--- config.mk ---
export PLATFORM = sky130hd
export DESIGN_NAME = cau_step
export DESIGN_NICKNAME = d
export VERILOG_FILES = /design/src/rtl/cau_pkg.sv /design/src/rtl/cau_step.sv
export SDC_FILE = /design/constraint.sdc
export NUM_CORES = 1
export LEC_CHECK = 0
export BUFFER_PORTS_ARGS = -buffer_cell sky130_fd_sc_hd__clkbuf_2
export CORE_AREA = 5 5 229 231
export DETAILED_ROUTE_END_ITERATION = 12
export DIE_AREA = 0 0 234 236
export PLACE_DENSITY = 0.59
export SLEW_MARGIN = 20
export SYNTH_ARGS = -nofsm -noshare
export SYNTH_HDL_FRONTEND = slang
export SYNTH_SLANG_ARGS = --single-unit
--- constraint.sdc ---
create_clock -name clk -period 13.1 [get_ports clk]
set_input_delay 1.31 -clock clk [delete_from_list [all_inputs] [get_ports clk]]
set_output_delay 1.31 -clock clk [all_outputs]
set_load 0.03 [all_outputs]
--- src/rtl/cau_pkg.sv ---
`default_nettype none
// ----------------------------------------------------------------------------
// cau_pkg
// Shared types, widths and codes of the complex arithmetic unit.
// ----------------------------------------------------------------------------
package cau_pkg;

    localparam int FRAC_BITS = 8;
    localparam int DW        = 16;              // width of one operand part
    localparam int STEPS     = DW;              // quotient and root bits
    localparam int PW        = 2 * DW;          // product width
    localparam int NW        = PW + 1 + FRAC_BITS; // scaled divide numerator
    localparam int DIRW      = PW + 2 - FRAC_BITS; // unclamped result width
    localparam int RW        = PW + 2;          // divide remainder width
    localparam int SRW       = DW + 4;          // square root remainder width
    localparam int HALF_LSB  = 1 << (FRAC_BITS - 1);

    localparam logic [2:0] CMD_ADD  = 3'd0;
    localparam logic [2:0] CMD_SUB  = 3'd1;
    localparam logic [2:0] CMD_MUL  = 3'd2;
    localparam logic [2:0] CMD_DIV  = 3'd3;
    localparam logic [2:0] CMD_MAG  = 3'd4;
    localparam logic [2:0] CMD_CONJ = 3'd5;

    localparam logic [1:0] ST_OK   = 2'd0;
    localparam logic [1:0] ST_DIV0 = 2'd1;
    localparam logic [1:0] ST_SAT  = 2'd2;

    typedef struct packed {
        logic [2:0]           cmd;
        logic signed [DW-1:0] a_re;
        logic signed [DW-1:0] a_im;
        logic signed [DW-1:0] b_re;
        logic signed [DW-1:0] b_im;
    } cau_req_t;

    typedef struct packed {
        logic signed [DW-1:0] res_re;
        logic signed [DW-1:0] res_im;
        logic [1:0]           status;
    } cau_rsp_t;

    // Item state carried through the divide / square root steps
    typedef struct packed {
        logic [2:0]             cmd;
        logic signed [DIRW-1:0] dir_re;
        logic signed [DIRW-1:0] dir_im;
        logic                   div0;
        logic                   neg_re;
        logic                   neg_im;
        logic                   ovf_re;
        logic                   ovf_im;
        logic [DW-1:0]          n_re;
        logic [DW-1:0]          n_im;
        logic [PW:0]            d2;
        logic [RW-1:0]          r_re;
        logic [RW-1:0]          r_im;
        logic [DW-1:0]          q_re;
        logic [DW-1:0]          q_im;
        logic [PW-1:0]          sq;
        logic [SRW-1:0]         srem;
        logic [DW:0]            sroot;
    } cau_work_t;

endpackage
`default_nettype wire

--- src/rtl/cau_step.sv ---
`default_nettype none
// ----------------------------------------------------------------------------
// cau_step
// One pipeline stage of the restoring divide (both parts) and the
// digit-by-digit square root: one quotient bit and one root bit per stage.
// ----------------------------------------------------------------------------
module cau_step import cau_pkg::*; (
    input  wire logic      clk,
    input  wire logic      rst_n,
    input  wire logic      in_valid,
    input  wire cau_work_t in_work,
    output logic           up_en,
    input  wire logic      dn_en,
    output logic           out_valid,
    output cau_work_t      out_work
);

    logic           v_reg;
    logic           en;
    cau_work_t      work_reg, work_next;
    logic [RW-1:0]  rs_re, rs_im, d2_ext;
    logic [SRW-1:0] rem_sh, trial;

    assign en    = !v_reg || dn_en;
    assign up_en = en;

    always_comb
    begin
        work_next = in_work;
        d2_ext    = RW'(in_work.d2);

        rs_re = {in_work.r_re[RW-2:0], in_work.n_re[DW-1]};
        rs_im = {in_work.r_im[RW-2:0], in_work.n_im[DW-1]};
        work_next.n_re = {in_work.n_re[DW-2:0], 1'b0};
        work_next.n_im = {in_work.n_im[DW-2:0], 1'b0};
        if (rs_re >= d2_ext)
        begin
            work_next.r_re = rs_re - d2_ext;
            work_next.q_re = {in_work.q_re[DW-2:0], 1'b1};
        end
        else
        begin
            work_next.r_re = rs_re;
            work_next.q_re = {in_work.q_re[DW-2:0], 1'b0};
        end
        if (rs_im >= d2_ext)
        begin
            work_next.r_im = rs_im - d2_ext;
            work_next.q_im = {in_work.q_im[DW-2:0], 1'b1};
        end
        else
        begin
            work_next.r_im = rs_im;
            work_next.q_im = {in_work.q_im[DW-2:0], 1'b0};
        end

        // bring down the next two radicand bits
        rem_sh = {in_work.srem[SRW-3:0], in_work.sq[PW-1:PW-2]};
        trial  = SRW'({in_work.sroot, 2'b01});
        work_next.sq = {in_work.sq[PW-3:0], 2'b00};
        if (rem_sh >= trial)
        begin
            work_next.srem  = rem_sh - trial;
            work_next.sroot = {in_work.sroot[DW-1:0], 1'b1};
        end
        else
        begin
            work_next.srem  = rem_sh;
            work_next.sroot = {in_work.sroot[DW-1:0], 1'b0};
        end
    end

    always_ff @(posedge clk or negedge rst_n)
    begin
        if (!rst_n)
            v_reg <= 1'b0;
        else if (en)
            v_reg <= in_valid;
    end

    always_ff @(posedge clk)
    begin
        if (en)
            work_reg <= work_next;
    end

    assign out_valid = v_reg;
    assign out_work  = work_reg;

endmodule
`default_nettype wire

After elaboration in Yosys (flattened, before gate mapping)
Cells that the tools add are included.
{"block": "classes", "n_reduce_logical": 2, "order_cmp": 3, "n_addsub": 3, "n_mux": 5}
{"op": ">= comparator 34 x 33 -> 1 bit", "n": 2}
{"op": "2-to-1 mux 34 bit", "n": 2}
{"op": "subtractor 34 x 33 -> 34 bit", "n": 2}
{"op": "2-to-1 mux 37 bit", "n": 1}
{"op": ">= comparator 20 x 19 -> 1 bit", "n": 1}
{"op": "subtractor 20 x 19 -> 20 bit", "n": 1}
{"op": "2-to-1 mux 1 bit", "n": 2}
{"op": "logical NOT 1 bit", "n": 1}
{"op": "logical OR 1 bit", "n": 1}
{"block": "totals", "in_bits": 298, "elab_cells": 32, "output_inout_bits": 296, "reg_bits": 291}

Logic depth before layout (Yosys ltp)
{"block": "logic_depth", "word_depth": 2, "depth_mapped": 14, "mapped_depth_nobuf": 13}

Least setup slack after synthesis
OpenSTA, ideal clock, no wires.
{"block": "synth_path", "path_kind": "input -> output", "startpoint": "in dn_en", "endpoint": "out up_en", "slack_ns": 3.320, "n_path_buf": 0, "arrival_ns": 8.470, "required_ns": 11.790, "stages": 1, "path_cell_list": "nand2b_1"}
{"block": "synth_between", "elab_chain_len": 1}
{"element": "from (decl)", "line": "cau_step.sv:13", "source": "input wire logic dn_en,"}
{"element": "logical OR 1 bit", "line": "cau_step.sv:24", "source": "assign en = !v_reg || dn_en;"}
{"element": "to (decl)", "line": "cau_step.sv:12", "source": "output logic up_en,"}
Every way passes these cells.

==> summary.md <==
| Metric | Value |
|---|---|
| Total power | `2.91 mW` |
| Critical path launch point type | `input port` |
| Critical path required time | `13.39 ns` |
| Most common cell in the netlist | `edfxtp_1` |
| Synth top cells by count | `edfxtp_1, a21oi_1, ha_1, nor2_1, inv_1` |
| Clk sinks | `291` |
| Worst-Margin Slew | `1.01 ns` |
| Yosys warning total | `0` |
| Outcome | `finished, final reports clean` |
| DRT iter0 DRCs | `740` |
| Footprint of the multi-input gates | `5410 um^2` |
| Total CTS buffers | `38` |
| Mapped Area | `14600 um^2` |
| Skew final | `0.00974 ns` |
| CTS HTree Levels | `2` |
| Number of synthesized flops with an enable pin | `290` |
| Gates resized, CTS repair | `0` |
| Post-Route WL | `54200 um` |
| FP Rows | `82` |
| CTS tree | `built` |
| Number of fill cells | `4879` |
| Total negative setup slack | `0 ns` |
| DIE WIDTH | `234 um` |
| GR Util met1 | `21.4%` |
| Fin crit share | `38.9%` |
| Post-layout util | `39.0%` |
| DP Wirelength | `44600 um` |
| Peak Freq | `0.196 GHz` |
| Synth unique cells | `73` |
| Critical path class | `input port to flip-flop` |
| GRT Overall Usage | `18.5%` |
| Max VDD drop | `77.3 uV` |
| WP data arrival | `5.39 ns` |
| Vias post-DR | `11800` |
| Post-synthesis async set-or-reset flop share | `0.344%` |
| Rel. slew slack | `32.2%` |
| Initial antenna violation count | `22` |
| RSZ-0062 raised after global routing | `no` |
| Slew Viols, Final | `0` |
| Avg WL per Cell | `22.1 um` |
| Antenna-violating nets left | `0` |
| PortBufs | `583` |
| Layout cells sized above 1 | `39.6%` |
| Die extent in y | `236 um` |
| R2R setup slack | `10.70 ns` |
| First-pass GRT wire length | `76600 um` |
| Leak pwr | `8.69 nW` |
| # setup viols final | `0` |
| Largest net degree at the start of global routing | `118` |
| Root Buffer | `clkbuf_16` |
| Cells after Synth | `1144` |
| Synth top area cells | `edfxtp_1, ha_1, a21oi_1` |
| Core area | `49900 um^2` |
| Vias per cell | `4.84` |
| Cts hold-fix bufs | `0` |
| Longest Clk Path Bufs | `3` |
| GRT busiest layer | `met2` |
| Die footprint | `55200 um^2` |
| PD cells | `150 nW/um^2` |
| GRT met2 Usage | `32.0%` |
| First-pass DRT Iterations | `5` |
| FF+latch count, synth | `291` |
| Maxcap violations | `0` |
| GP Congestion | `0.899` |
| Setup ws final | `8.00 ns` |
| Grt total ovfl | `0` |
| Post-CTS Setup Inserts | `0` |
| DP Worst Slack | `7.61 ns` |
| Layout area overhead | `33.6%` |
| Synth Area per Inst | `12.7 um^2` |
| Worst-path clk slew | `0.06 ns` |
| # DRC | `0` |
| Clk_lat worst skew | `0.54 ns` |
| Commonest register cell after synthesis | `edfxtp_1` |
| Worst-path cell chain | `clkbuf_2 -> inv_1 -> ha_1 -> nor2b_1 -> nand3_1 -> nor4_1 -> a311oi_1 -> o21ai_1 -> a41oi_4 -> inv_2 -> mux2_2` |
| Ports | `594` |
| Global routing usage on met3 | `6.18%` |
| Register Area | `8730 um^2` |
| Final Hold Vio Count | `0` |
| Period minus WS final | `5.10 ns` |
| Setup crit end kind | `flip-flop` |
| Max stage delay cell, worst path | `nor4_1` |
| Starting density of the core | `29.2%` |
| Nets | `2124` |
| Hold Path Class | `input port to asynchronous set/reset pin` |
| Sequential area share after synthesis | `59.9%` |
| Share of the synthesized area in the top cell type | `59.8%` |
| Crit-path max FO | `51` |
| Slowest stage delay, CP | `0.88 ns` |
| Largest area contributor in the netlist | `edfxtp_1` |
| Vias in the first global route | `11800` |
[power by group]
group,switching [mW],internal [mW],total [mW]
registers,0.0285,1.15,1.17
logic,0.474,0.230,0.705
clock network,0.426,0.610,1.04
[kinds of logic (layout without fill, tap and decap cells)]
family	count (synthesis)	after routing	share of synthesized area, %
xor gates and xnor gates	73	73	4.39
AOI/OAI and AO/OA	291	291	13.1
and+or+nand+nor	251	251	8.23
muxes	46	46	3.67
buffers and inverters	104	726	3.08
DFF	291	291	59.9
other	1	10	0.0257
adders and majority gates	87	87	7.57
[metrics by stage]
stage / hold WS, ns / instance area [um^2] / instances
floorplan: 1.01 / 14600 / 1147
global placement: 0.798 / 18200 / 2371
detailed placement: 0.821 / 18200 / 2371
CTS: 0.493 / 19400 / 2441
global route: 0.494 / 19500 / 2442
finish: 0.534 / 19500 / 2447
[per-layer routing]
layer	wire [um]	part of all wire [%]
met1	20800	38
met2	26400	49
met3	4980	9.2
met4	1870	3.5
met5	153	0.28
[final cells by class]
type,count,share of cell area (%)
clock inverter,28,1.33
timing repair buffer,587,15.2
clock buffer,42,5.06
inverter,69,1.33
multi-input combinational,752,27.8
sequential,291,44.9
tap,672,4.32
antenna,6,0.0771
[path summary, 6_finish.rpt]
path,from,end,cells after the start
max in group asynchronous,rst_n,out_valid$_DFFE_PN0P_,1
min in group clk,out_valid$_DFFE_PN0P_,out_work[213]$_DFFE_PP_,1
worst min register to register,out_valid$_DFFE_PN0P_,out_work[213]$_DFFE_PP_,1
worst max-delay path,in_work[201],out_work[133]$_DFFE_PP_,11
worst min-delay path,rst_n,out_valid$_DFFE_PN0P_,1
worst max register to register,out_valid$_DFFE_PN0P_,out_work[33]$_DFFE_PP_,3
[flip-flops by register name, summed over array words and instances (netlist names)]
name and count:
out_work 290, out_valid 1
[layout by cell type (no fill, tap or decap), types with 9 or more instances in the layout]
cell type,Yosys,layout
a211oi_1,14,14
xor2_1,23,23
a21oi_1,107,107
nand2b_1,13,12
a31oi_1,9,9
o21ai_0,43,43
clkbuf_2,0,583
and2_1,10,10
xnor2_1,50,50
and3_1,10,10
edfxtp_1,290,290
nand4_1,14,14
nand3_1,19,19
o211ai_1,11,11
ha_1,85,85
nor2_1,85,85
nor3_1,20,20
o21a_1,9,9
a21o_1,40,40
nand2_1,52,52
clkbuf_16,0,38
mux2_2,29,29
inv_1,68,68
[worst max-delay path: cells and delay by family]
kind / cells / cell delay [ns]
compound gates: 3 / 0.61
fa+ha+maj: 1 / 0.40
buf+inv: 3 / 0.96
mux: 1 / 0.42
simple gates: 3 / 1.64
Power figures use the tool's default switching activity.
