===== config.mk =====
export PLATFORM = sky130hd
export DESIGN_NAME = cau_back
export DESIGN_NICKNAME = d
export VERILOG_FILES = /design/src/rtl/cau_pkg.sv /design/src/rtl/cau_back.sv
export SDC_FILE = /design/constraint.sdc
export NUM_CORES = 1
export LEC_CHECK = 0
export ABC_AREA = 1
export BUFFER_PORTS_ARGS = -buffer_cell sky130_fd_sc_hd__buf_2
export CAP_MARGIN = 20
export CORE_AREA = 2 2 129 131
export CTS_BUF_LIST = sky130_fd_sc_hd__clkbuf_16
export DETAILED_ROUTE_END_ITERATION = 7
export DIE_AREA = 0 0 131 133
export PLACE_DENSITY = 0.56
export SKIP_LAST_GASP = 1
export SYNTH_ARGS = -nofsm -noshare
export SYNTH_HDL_FRONTEND = slang
export SYNTH_SLANG_ARGS = --single-unit

===== constraint.sdc =====
create_clock -name clk -period 1.94 [get_ports clk]
set_clock_uncertainty 0.1 [all_clocks]
set_input_delay 0.194 -clock clk [delete_from_list [all_inputs] [get_ports clk]]
set_output_delay 0.194 -clock clk [all_outputs]
set_load 0.01 [all_outputs]

===== src/rtl/cau_pkg.sv =====
`default_nettype none
// ----------------------------------------------------------------------------
// cau_pkg
// Shared types, widths and codes of the complex arithmetic unit.
// ----------------------------------------------------------------------------
package cau_pkg;

    localparam int FRAC_BITS = 8;
    localparam int DW        = 16;              // width of one operand part
    localparam int STEPS     = DW;              // quotient and root bits
    localparam int PW        = 2 * DW;          // product width
    localparam int NW        = PW + 1 + FRAC_BITS; // scaled divide numerator
    localparam int DIRW      = PW + 2 - FRAC_BITS; // unclamped result width
    localparam int RW        = PW + 2;          // divide remainder width
    localparam int SRW       = DW + 4;          // square root remainder width
    localparam int HALF_LSB  = 1 << (FRAC_BITS - 1);

    localparam logic [2:0] CMD_ADD  = 3'd0;
    localparam logic [2:0] CMD_SUB  = 3'd1;
    localparam logic [2:0] CMD_MUL  = 3'd2;
    localparam logic [2:0] CMD_DIV  = 3'd3;
    localparam logic [2:0] CMD_MAG  = 3'd4;
    localparam logic [2:0] CMD_CONJ = 3'd5;

    localparam logic [1:0] ST_OK   = 2'd0;
    localparam logic [1:0] ST_DIV0 = 2'd1;
    localparam logic [1:0] ST_SAT  = 2'd2;

    typedef struct packed {
        logic [2:0]           cmd;
        logic signed [DW-1:0] a_re;
        logic signed [DW-1:0] a_im;
        logic signed [DW-1:0] b_re;
        logic signed [DW-1:0] b_im;
    } cau_req_t;

    typedef struct packed {
        logic signed [DW-1:0] res_re;
        logic signed [DW-1:0] res_im;
        logic [1:0]           status;
    } cau_rsp_t;

    // Item state carried through the divide / square root steps
    typedef struct packed {
        logic [2:0]             cmd;
        logic signed [DIRW-1:0] dir_re;
        logic signed [DIRW-1:0] dir_im;
        logic                   div0;
        logic                   neg_re;
        logic                   neg_im;
        logic                   ovf_re;
        logic                   ovf_im;
        logic [DW-1:0]          n_re;
        logic [DW-1:0]          n_im;
        logic [PW:0]            d2;
        logic [RW-1:0]          r_re;
        logic [RW-1:0]          r_im;
        logic [DW-1:0]          q_re;
        logic [DW-1:0]          q_im;
        logic [PW-1:0]          sq;
        logic [SRW-1:0]         srem;
        logic [DW:0]            sroot;
    } cau_work_t;

endpackage
`default_nettype wire


===== src/rtl/cau_back.sv =====
`default_nettype none
// ----------------------------------------------------------------------------
// cau_back
// Result select, sign, saturation and status; output register.
// ----------------------------------------------------------------------------
module cau_back import cau_pkg::*; (
    input  wire logic      clk,
    input  wire logic      rst_n,
    input  wire logic      in_valid,
    input  wire cau_work_t in_work,
    output logic           up_en,
    output logic           rsp_valid,
    input  wire logic      rsp_stall,
    output cau_rsp_t       rsp
);

    logic                   v_reg;
    logic                   en;
    cau_rsp_t               rsp_reg, rsp_next;
    logic [DIRW-1:0]        dmag_re, dmag_im;
    logic signed [DIRW-1:0] val_re, val_im;
    logic [DW:0]            cl_re, cl_im;

    // returns {saturated, clamped value}
    function automatic logic [DW:0] clamp_dw(input logic signed [DIRW-1:0] x);
        logic ovf;
        ovf = (x[DIRW-1:DW-1] != {(DIRW-DW+1){x[DIRW-1]}});
        if (ovf)
            return {1'b1, x[DIRW-1], {(DW-1){~x[DIRW-1]}}};
        return {1'b0, x[DW-1:0]};
    endfunction

    assign en    = !v_reg || !rsp_stall;
    assign up_en = en;

    always_comb
    begin
        dmag_re = in_work.ovf_re ? DIRW'({1'b1, {DW{1'b0}}}) : DIRW'(in_work.q_re);
        dmag_im = in_work.ovf_im ? DIRW'({1'b1, {DW{1'b0}}}) : DIRW'(in_work.q_im);
        case (in_work.cmd)
            CMD_DIV:
            begin
                val_re = in_work.neg_re ? -$signed(dmag_re) : $signed(dmag_re);
                val_im = in_work.neg_im ? -$signed(dmag_im) : $signed(dmag_im);
            end
            CMD_MAG:
            begin
                // round up when the remainder exceeds the root
                val_re = $signed(DIRW'(in_work.sroot)
                         + DIRW'(in_work.srem > SRW'(in_work.sroot)));
                val_im = '0;
            end
            default:
            begin
                val_re = in_work.dir_re;
                val_im = in_work.dir_im;
            end
        endcase
        cl_re = clamp_dw(val_re);
        cl_im = clamp_dw(val_im);

        if (in_work.cmd == CMD_DIV && in_work.div0)
        begin
            rsp_next.res_re = '0;
            rsp_next.res_im = '0;
            rsp_next.status = ST_DIV0;
        end
        else
        begin
            rsp_next.res_re = cl_re[DW-1:0];
            rsp_next.res_im = cl_im[DW-1:0];
            rsp_next.status = (cl_re[DW] || cl_im[DW]) ? ST_SAT : ST_OK;
        end
    end

    always_ff @(posedge clk or negedge rst_n)
    begin
        if (!rst_n)
            v_reg <= 1'b0;
        else if (en)
            v_reg <= in_valid;
    end

    always_ff @(posedge clk)
    begin
        if (en)
            rsp_reg <= rsp_next;
    end

    assign rsp_valid = v_reg;
    assign rsp       = rsp_reg;

endmodule
`default_nettype wire


# --- Word level (Yosys, flattened, before mapping) ---
# Index checks and enable logic that the tools add are counted.
classes:
  add_sub_neg: 3
  magnitude_cmp: 1
  eq_ne: 4
  n_mux: 13
  bitwise_logic: 2
  reduce_logical: 5
op_table:
  columns: ["cell", "count"]
  rows:
  - ["$pmux 26 s2", 2]
  - ["$mux 17", 6]
  - ["$mux 26", 2]
  - ["$neg 17->26", 2]
  - ["$gt 20x17->1", 1]
  - ["$ne 10x10->1", 2]
  - ["$add 17x1->18", 1]
  - ["$eq 3x2->1 const B", 1]
  - ["$eq 3x3->1 const B", 1]
  - ["$logic_not 1->1", 2]
  - ["$logic_or 1x1->1", 2]
  - ["$mux 1", 2]
  - ["$mux 2", 1]
  - ["$not 1->1", 2]
  - ["$logic_and 1x1->1", 1]
word_totals:
  ff_bits: 35
  output_inout_bits: 36
  wordCells: 32

# --- Longest topological paths before layout ---
# Gate-level depths: netlist of the first run.
depth:
  ltp_word: 9
  ltp_mapped: 25
  ltp_nobuf: 25

# --- Worst setup path before layout of the first run ---
# OpenSTA, ideal clock, no wires.
synth_timing:
  kind: "input-to-reg"
  start: "input port in_work[15] in the netlist's numbering"
  end: "register rsp_reg (netlist bit rsp[18]), data pin"
  arrival_time_ns: 2.668
  required_time_ns: 1.558
  slack_ns: -1.110
  stages: 20
  n_path_buf: 1
  cell_sequence: "inv_1 > ha_1 > nand2_1 > nor3_1 > nand3_1 > a41oi_1 > ha_1 > ha_1 > nand2_1 > inv_1 > nand3_1 > nor2_1 > nand4_1 > nand3_1 > nand2_1 > nor2_1 > nand3_1 > nand2_2 > buf_6 > a21oi_1"
synth_between:
  elab_chain_len: 6
synth_lines:
  columns: ["element", "line_no", "source"]
  rows:
  - ["start: declaration", "cau_back.sv:10", "input wire cau_work_t in_work,"]
  - ["$gt 20x17->1", "cau_back.sv:50", "+ DIRW'(in_work.srem > SRW'(in_work.sroot)));"]
  - ["$add 17x1->18 *", "cau_back.sv:50", null]
  - ["$pmux 26 s2 *", "cau_back.sv:40", "case (in_work.cmd)"]
  - ["$ne 10x10->1", "cau_back.sv:27", "ovf = (x[DIRW-1:DW-1] != {(DIRW-DW+1){x[DIRW-1]}});"]
  - ["$mux 1", "cau_back.sv:28", "if (ovf)"]
  - ["$mux 17 *", "cau_back.sv:30", "return {1'b0, x[DW-1:0]};"]
  - ["end signal: assignment", "cau_back.sv:87", "rsp_reg <= rsp_next;"]
  - ["end: declaration", "cau_back.sv:19", "cau_rsp_t rsp_reg, rsp_next;"]
# Mark *: on every way between the ends. The rest lies on a longest branch, timed or not.
# A chain may end at the register's enable or synchronous reset.

# --- Worst setup path in the final report of the first run ---
layout_timing:
  start: "input port in_work[14] in the netlist's numbering"
  end: "register rsp_reg (netlist bit rsp[29]), data pin"
# The elaborated chain is that of the path after synthesis.

==> results.toml, run 1 <==
[power]
p_int_mw = 2.03
finalPower_mw = 3.11
total_leakage_power_nw = 3.31
combinationalPowerShare = 0.451
clkPwrFrac = 0.242
power_switching_mw = 1.07
power.density_nw_per_um2 = 442
pwr-share-seq = 0.307
irDropWorstVdd_mv = 0.346
swShare = 0.345

[clock_tree]
clockBufferDepth = 2
htreeDepth = 2
cts_made_buffers = 5
cts_tree = "done"
clk_pin_slew_worst_paths_ns = 0.05
clock-sinks = 35
root_buffer = "clkbuf_16"
clk_latency_ns = 0.27

[sta]
rsz0062_at_grt = "yes"
relSlewSlack = 0.679
setup_slack_ns = -1.14
clock.fmax_mhz = 325
hold_viol = 0
holdWs_ns = 0.00782
fin_crit_sh = 1.59
worst_slew_pin_slew_ns = 0.475
post-route-min-period_ns = 3.08
slew_viol_final = 0
finalSetupViolations = 16

[floorplan]
start_util = 0.265
die_w_um = 131
core_um2 = 16200
num_rows = 47
die_h_um = 133
ios = 334
dieArea_um2 = 17400

[finish]
final_cell_mix = "167 x nand2_1, 158 x buf_2, 111 x buf_4"
final_layout_size_suffix_gt1_frac = 0.500
layout_commonest_cell = "nand2_1"
area_growth_pct = 63.9
utilization = 0.435
layout.nets = 1236
largest_reg_flops = 34
design_area_um2 = 7030
nFillCells = 1676

[grt]
grt_pass1_vias = 4675
grtUsageTotal = 0.185
antenna_found_initial = 8
overflow = 0
grt_pass1_wl_mm = 25.0
grt_max_degree = 37

[setup_path]
critical_path_arrival_ns = 3.11
start_kind = "input port"
slowest_stage = "ha_4"
timing.rr.end = "rsp[12]"
worstSetupEndpointType = "flop"
r2r_cells = 2
startpoint = "in_work[14]"
r2r_start = "rsp_valid"
endpoint = "rsp[29]"
cp_max_fo = 7
cp.depth = 25
cpLargestDelayFamily = "simple AND/OR/NAND/NOR gates"
regToRegSetupSlack_ns = 0.81
critical_path.n_buffers_inverters = 5
slowest_delay_ns = 0.27
path_class = "input port to flop"
required_ns = 1.97
cp_common_cell = "nand2_2"

[place]
place.gp.congestion = 0.899
port-buffer-count = 168
dpl.hpwl_mm = 13.6
placed_area_um2 = 6240

[hold_path]
hp-start = "in_valid"
hp-class = "input port to flop"

[route]
via_per_inst = 4.59
firstDrtPassIters = 5
drt.antenna.violating_nets = 0
drt_iter0_drc = 390
wirelength_mm = 16.7
num_vias = 5243
route.detailed.drc = 0
wire_per_inst_um = 14.6

[synthesis]
async_flop_share = 0.0286
synth_edf_count = 34
yosysWarnings = 0
synth-main-ff-cell = "edfxtp_1"
netlist_instances = 646
ys_ff_latch = 35
synth_area_um2 = 4290
avgSynthCellArea_um2 = 6.64
yosysUniqueCellTypes = 46
synth_seq_area_share = 0.244
syn_nets = 965

[flow_run]
cap_violations = 0

[run_status]
violations = "setup timing"
outcome = "finished, violations left"
kinds of logic (layout without fill, tap and decap cells):
group,count (synthesis),count (layout),share of synthesized area
fa+ha+maj,21,21,0.0612
flops,35,35,0.244
compound gates,153,153,0.206
xor+xnor,2,2,0.00408
simple gates,353,355,0.395
other cells,0,4,0
buf+inv,82,352,0.0907
how the worst min path moves through the flow:
stage | slack, ns | cells past startpoint | to
after floorplan | -0.20 | 0 | rsp_valid
after global placement | -0.13 | 1 | rsp_valid
after detailed placement | -0.13 | 1 | rsp_valid
after CTS | 0.006 | 3 | rsp_valid
after global routing | 0.01 | 3 | rsp_valid
final | 0.008 | 3 | rsp_valid
power by group through the flow:
stage / logic (mW) / registers (mW) / clock network (mW)
2_1_floorplan: 0.622 / 1.01 / 0
3_3_place_gp: 1.21 / 0.969 / 0
3_5_place_dp: 1.22 / 0.968 / 0
4_1_cts: 1.35 / 0.953 / 0.773
5_1_grt: 1.55 / 0.960 / 0.800
6_report: 1.40 / 0.952 / 0.753
worst register-to-register path, delay by kind of cell, from the launching register on:
kind	cells	cell delay (ns)
flip-flops	1	0.37
buffers and inverters	1	0.23
AND/OR/NAND/NOR	1	0.11
cells in the mapped netlist, types with 2 or more instances:
master | n | area [um^2]
nand3_1 | 48 | 240
nand3_2 | 7 | 70.1
nand3b_1 | 3 | 22.5
buf_1 | 4 | 15.0
clkbuf_1 | 9 | 33.8
buf_2 | 3 | 15.0
nor2_2 | 5 | 31.3
o21ai_2 | 3 | 26.3
edfxtp_1 | 34 | 1020
nand2_2 | 28 | 175
a32o_1 | 2 | 20.0
o21ai_1 | 4 | 20.0
nor3_1 | 11 | 55.1
buf_6 | 4 | 45.0
o21ai_0 | 62 | 310
nor2_4 | 4 | 45.0
nand4_1 | 6 | 37.5
a21oi_1 | 54 | 270
a21oi_2 | 10 | 87.6
nand2_4 | 7 | 78.8
inv_1 | 51 | 191
nand2_8 | 2 | 40.0
inv_2 | 7 | 26.3
o211ai_1 | 9 | 67.6
nor2_1 | 42 | 158
nand2_1 | 186 | 698
buf_12 | 2 | 40.0
ha_1 | 21 | 263
metrics by stage:
stage | TNS [ns] | setup slack, ns | std cells
CTS | -16.63 | -1.05 | 1134
finish | -17.92 | -1.14 | 1142
floorplan | -15.57 | -0.990 | 646
global route | -22.64 | -1.36 | 1141
global placement | -31.14 | -1.56 | 1118
detailed placement | -32.21 | -1.61 | 1118
layout make-up:
cell class                      instances  area, um^2  share of cell area
Inverter                               58         263              0.0374
Tap cell                              220         275              0.0391
Sequential cell                        35        1050               0.149
Antenna cell                            4        10.0             0.00142
Multi-Input combinational cell        531        3410               0.485
Clock inverter                          3        12.5             0.00178
Timing Repair Buffer                  286        1890               0.268
Clock buffer                            5         125              0.0178
timing repair:
action / CTS / global route
pin swaps: 49 / 28
endpoints found under the setup margin: 31 / 32
setup buffers: 4 / 3
hold buffers: 1 / 0
hold endpoints to repair: 1 / 0
cloned: 3 / 1
gates resized for setup: 78 / 40
per-layer routing:
| metal | share of wire | up-vias | global-route usage |
|---|---|---|---|
| met5 | 0.0020 | - | 0 |
| met4 | 0.014 | 6 | 0.0372 |
| met3 | 0.085 | 21 | 0.0416 |
| met2 | 0.37 | 194 | 0.234 |
| met1 | 0.53 | 2278 | 0.307 |
| li1 | - | 2744 | - |
Power figures use the tool's default switching activity.
==> run 2, diff against run 1 <==
- clock period: 1.94 -> 3.19 ns (I/O delays scaled with it)
==> results.toml, run 2 (same netlist as run 1, synthesis figures left out) <==
[sta]
post-route-min-period_ns = 3.13
fin_crit_sh = 0.981
finalSetupViolations = 0
rsz0062_at_grt = "yes"
slew_viol_final = 0
holdWs_ns = 0.134
hold_viol = 0
clock.fmax_mhz = 320
relSlewSlack = 0.606
setup_slack_ns = 0.0603
worst_slew_pin_slew_ns = 0.589

[route]
wire_per_inst_um = 14.4
drt.antenna.violating_nets = 0
num_vias = 4970
drt_iter0_drc = 389
firstDrtPassIters = 5
wirelength_mm = 15.6
route.detailed.drc = 0
via_per_inst = 4.59

[setup_path]
path_class = "input port to flop"
slowest_stage = "ha_4"
critical_path_arrival_ns = 3.16
cp_max_fo = 8
slowest_delay_ns = 0.27
worstSetupEndpointType = "flop"
cp_common_cell = "nand2_1"
start_kind = "input port"
required_ns = 3.22

[floorplan]
num_rows = 47
start_util = 0.265
die_h_um = 133
dieArea_um2 = 17400
ios = 334
core_um2 = 16200
die_w_um = 131

[grt]
grt_max_degree = 24
grtUsageTotal = 0.172
overflow = 0
antenna_found_initial = 5
grt_pass1_vias = 4486
grt_pass1_wl_mm = 23.4

[power]
irDropWorstVdd_mv = 0.240
finalPower_mw = 1.82
power.density_nw_per_um2 = 293
total_leakage_power_nw = 2.96

[hold_path]
hp-class = "input port to flop"

[clock_tree]
clk_latency_ns = 0.27
cts_made_buffers = 5
cts_tree = "done"
clock-sinks = 35
root_buffer = "clkbuf_16"
clk_pin_slew_worst_paths_ns = 0.05
htreeDepth = 2
clockBufferDepth = 2

[place]
dpl.hpwl_mm = 13.1
placedCellCount = 1068
dpl_worst_slack_ns = -0.439
place.gp.congestion = 0.855
port-buffer-count = 168

[finish]
final_layout_size_suffix_gt1_frac = 0.424
layout.nets = 1178
layout_commonest_cell = "nand2_1"
final_cells = 1083
area_growth_pct = 45.2
largest_reg_flops = 34
nFillCells = 1747
final_cell_mix = "178 x nand2_1, 163 x buf_2, 59 x o21ai_0"

[run_status]
outcome = "finished clean"

[flow_run]
cap_violations = 0
## run 2: final cells by class
cell class                 instances  area, um^2  share of cell area
antenna                            3        7.51             0.00121
clock buffer                       5         125              0.0201
clock inverter                     3        38.8             0.00623
inverter                          58         223              0.0358
multi-input combinational        529        3150               0.505
sequential                        35        1050               0.168
tap                              220         275              0.0442
timing repair buffer             230        1370               0.220
## run 2: critical path: cells and delay by family
kind / cells / cell delay (ns)
buffers and inverters: 3 / 0.28
AOI/OAI and AO/OA: 6 / 0.86
adders and majority gates: 2 / 0.46
and+or+nand+nor: 14 / 1.22
## run 2: final timing paths
| check | from | endpoint | slack [ns] | depth (start not counted) |
|---|---|---|---|---|
| min reg2reg | rsp_valid | rsp[31] | 0.89 | 1 |
| max reg2reg | rsp_valid | rsp[1] | 1.53 | 2 |
| min | in_valid | rsp_valid | 0.13 | 3 |
| max | in_work[7] | rsp[25] | 0.06 | 25 |
| min in group asynchronous | rst_n | rsp_valid | 0.26 | 2 |
| max in group asynchronous | rst_n | rsp_valid | 2.65 | 2 |
## run 2: metrics by stage
stage	TNS (ns)	util	instance area, um^2
after floorplan	0	-	4290
final	0	0.385	6230
after detailed placement	-6.00	0.352	5690
after global routing	-2.27	0.385	6230
after CTS	0	0.366	5920
after global placement	-5.63	0.352	5690
## run 2: power breakdown
group / internal, mW / leakage [nW] / switching [mW] / total (mW)
combinational: 0.301 / 2.55 / 0.408 / 0.709
sequential: 0.565 / 0.337 / 0.0137 / 0.579
clock: 0.364 / 0.0812 / 0.173 / 0.537
## run 2: timing repair
action                                 in CTS  in global routing
resized for setup                          16                 63
endpoints found under the hold margin       1                  0
buffers inserted                            0                  3
setup endpoints to repair                  16                 16
pin swaps                                   6                 34
hold buffers                                1                  0
gates cloned                                0                  0
## run 2: metal layers
| layer | vias to the layer above | track usage | wire, um |
|---|---|---|---|
| met1 | 2160 | 0.287 | 8420 |
| met2 | 176 | 0.227 | 5950 |
| met3 | 9 | 0.0319 | 1090 |
| met5 | - | 0 | 23 |
| li1 | 2621 | - | - |
| met4 | 4 | 0.0301 | 72 |
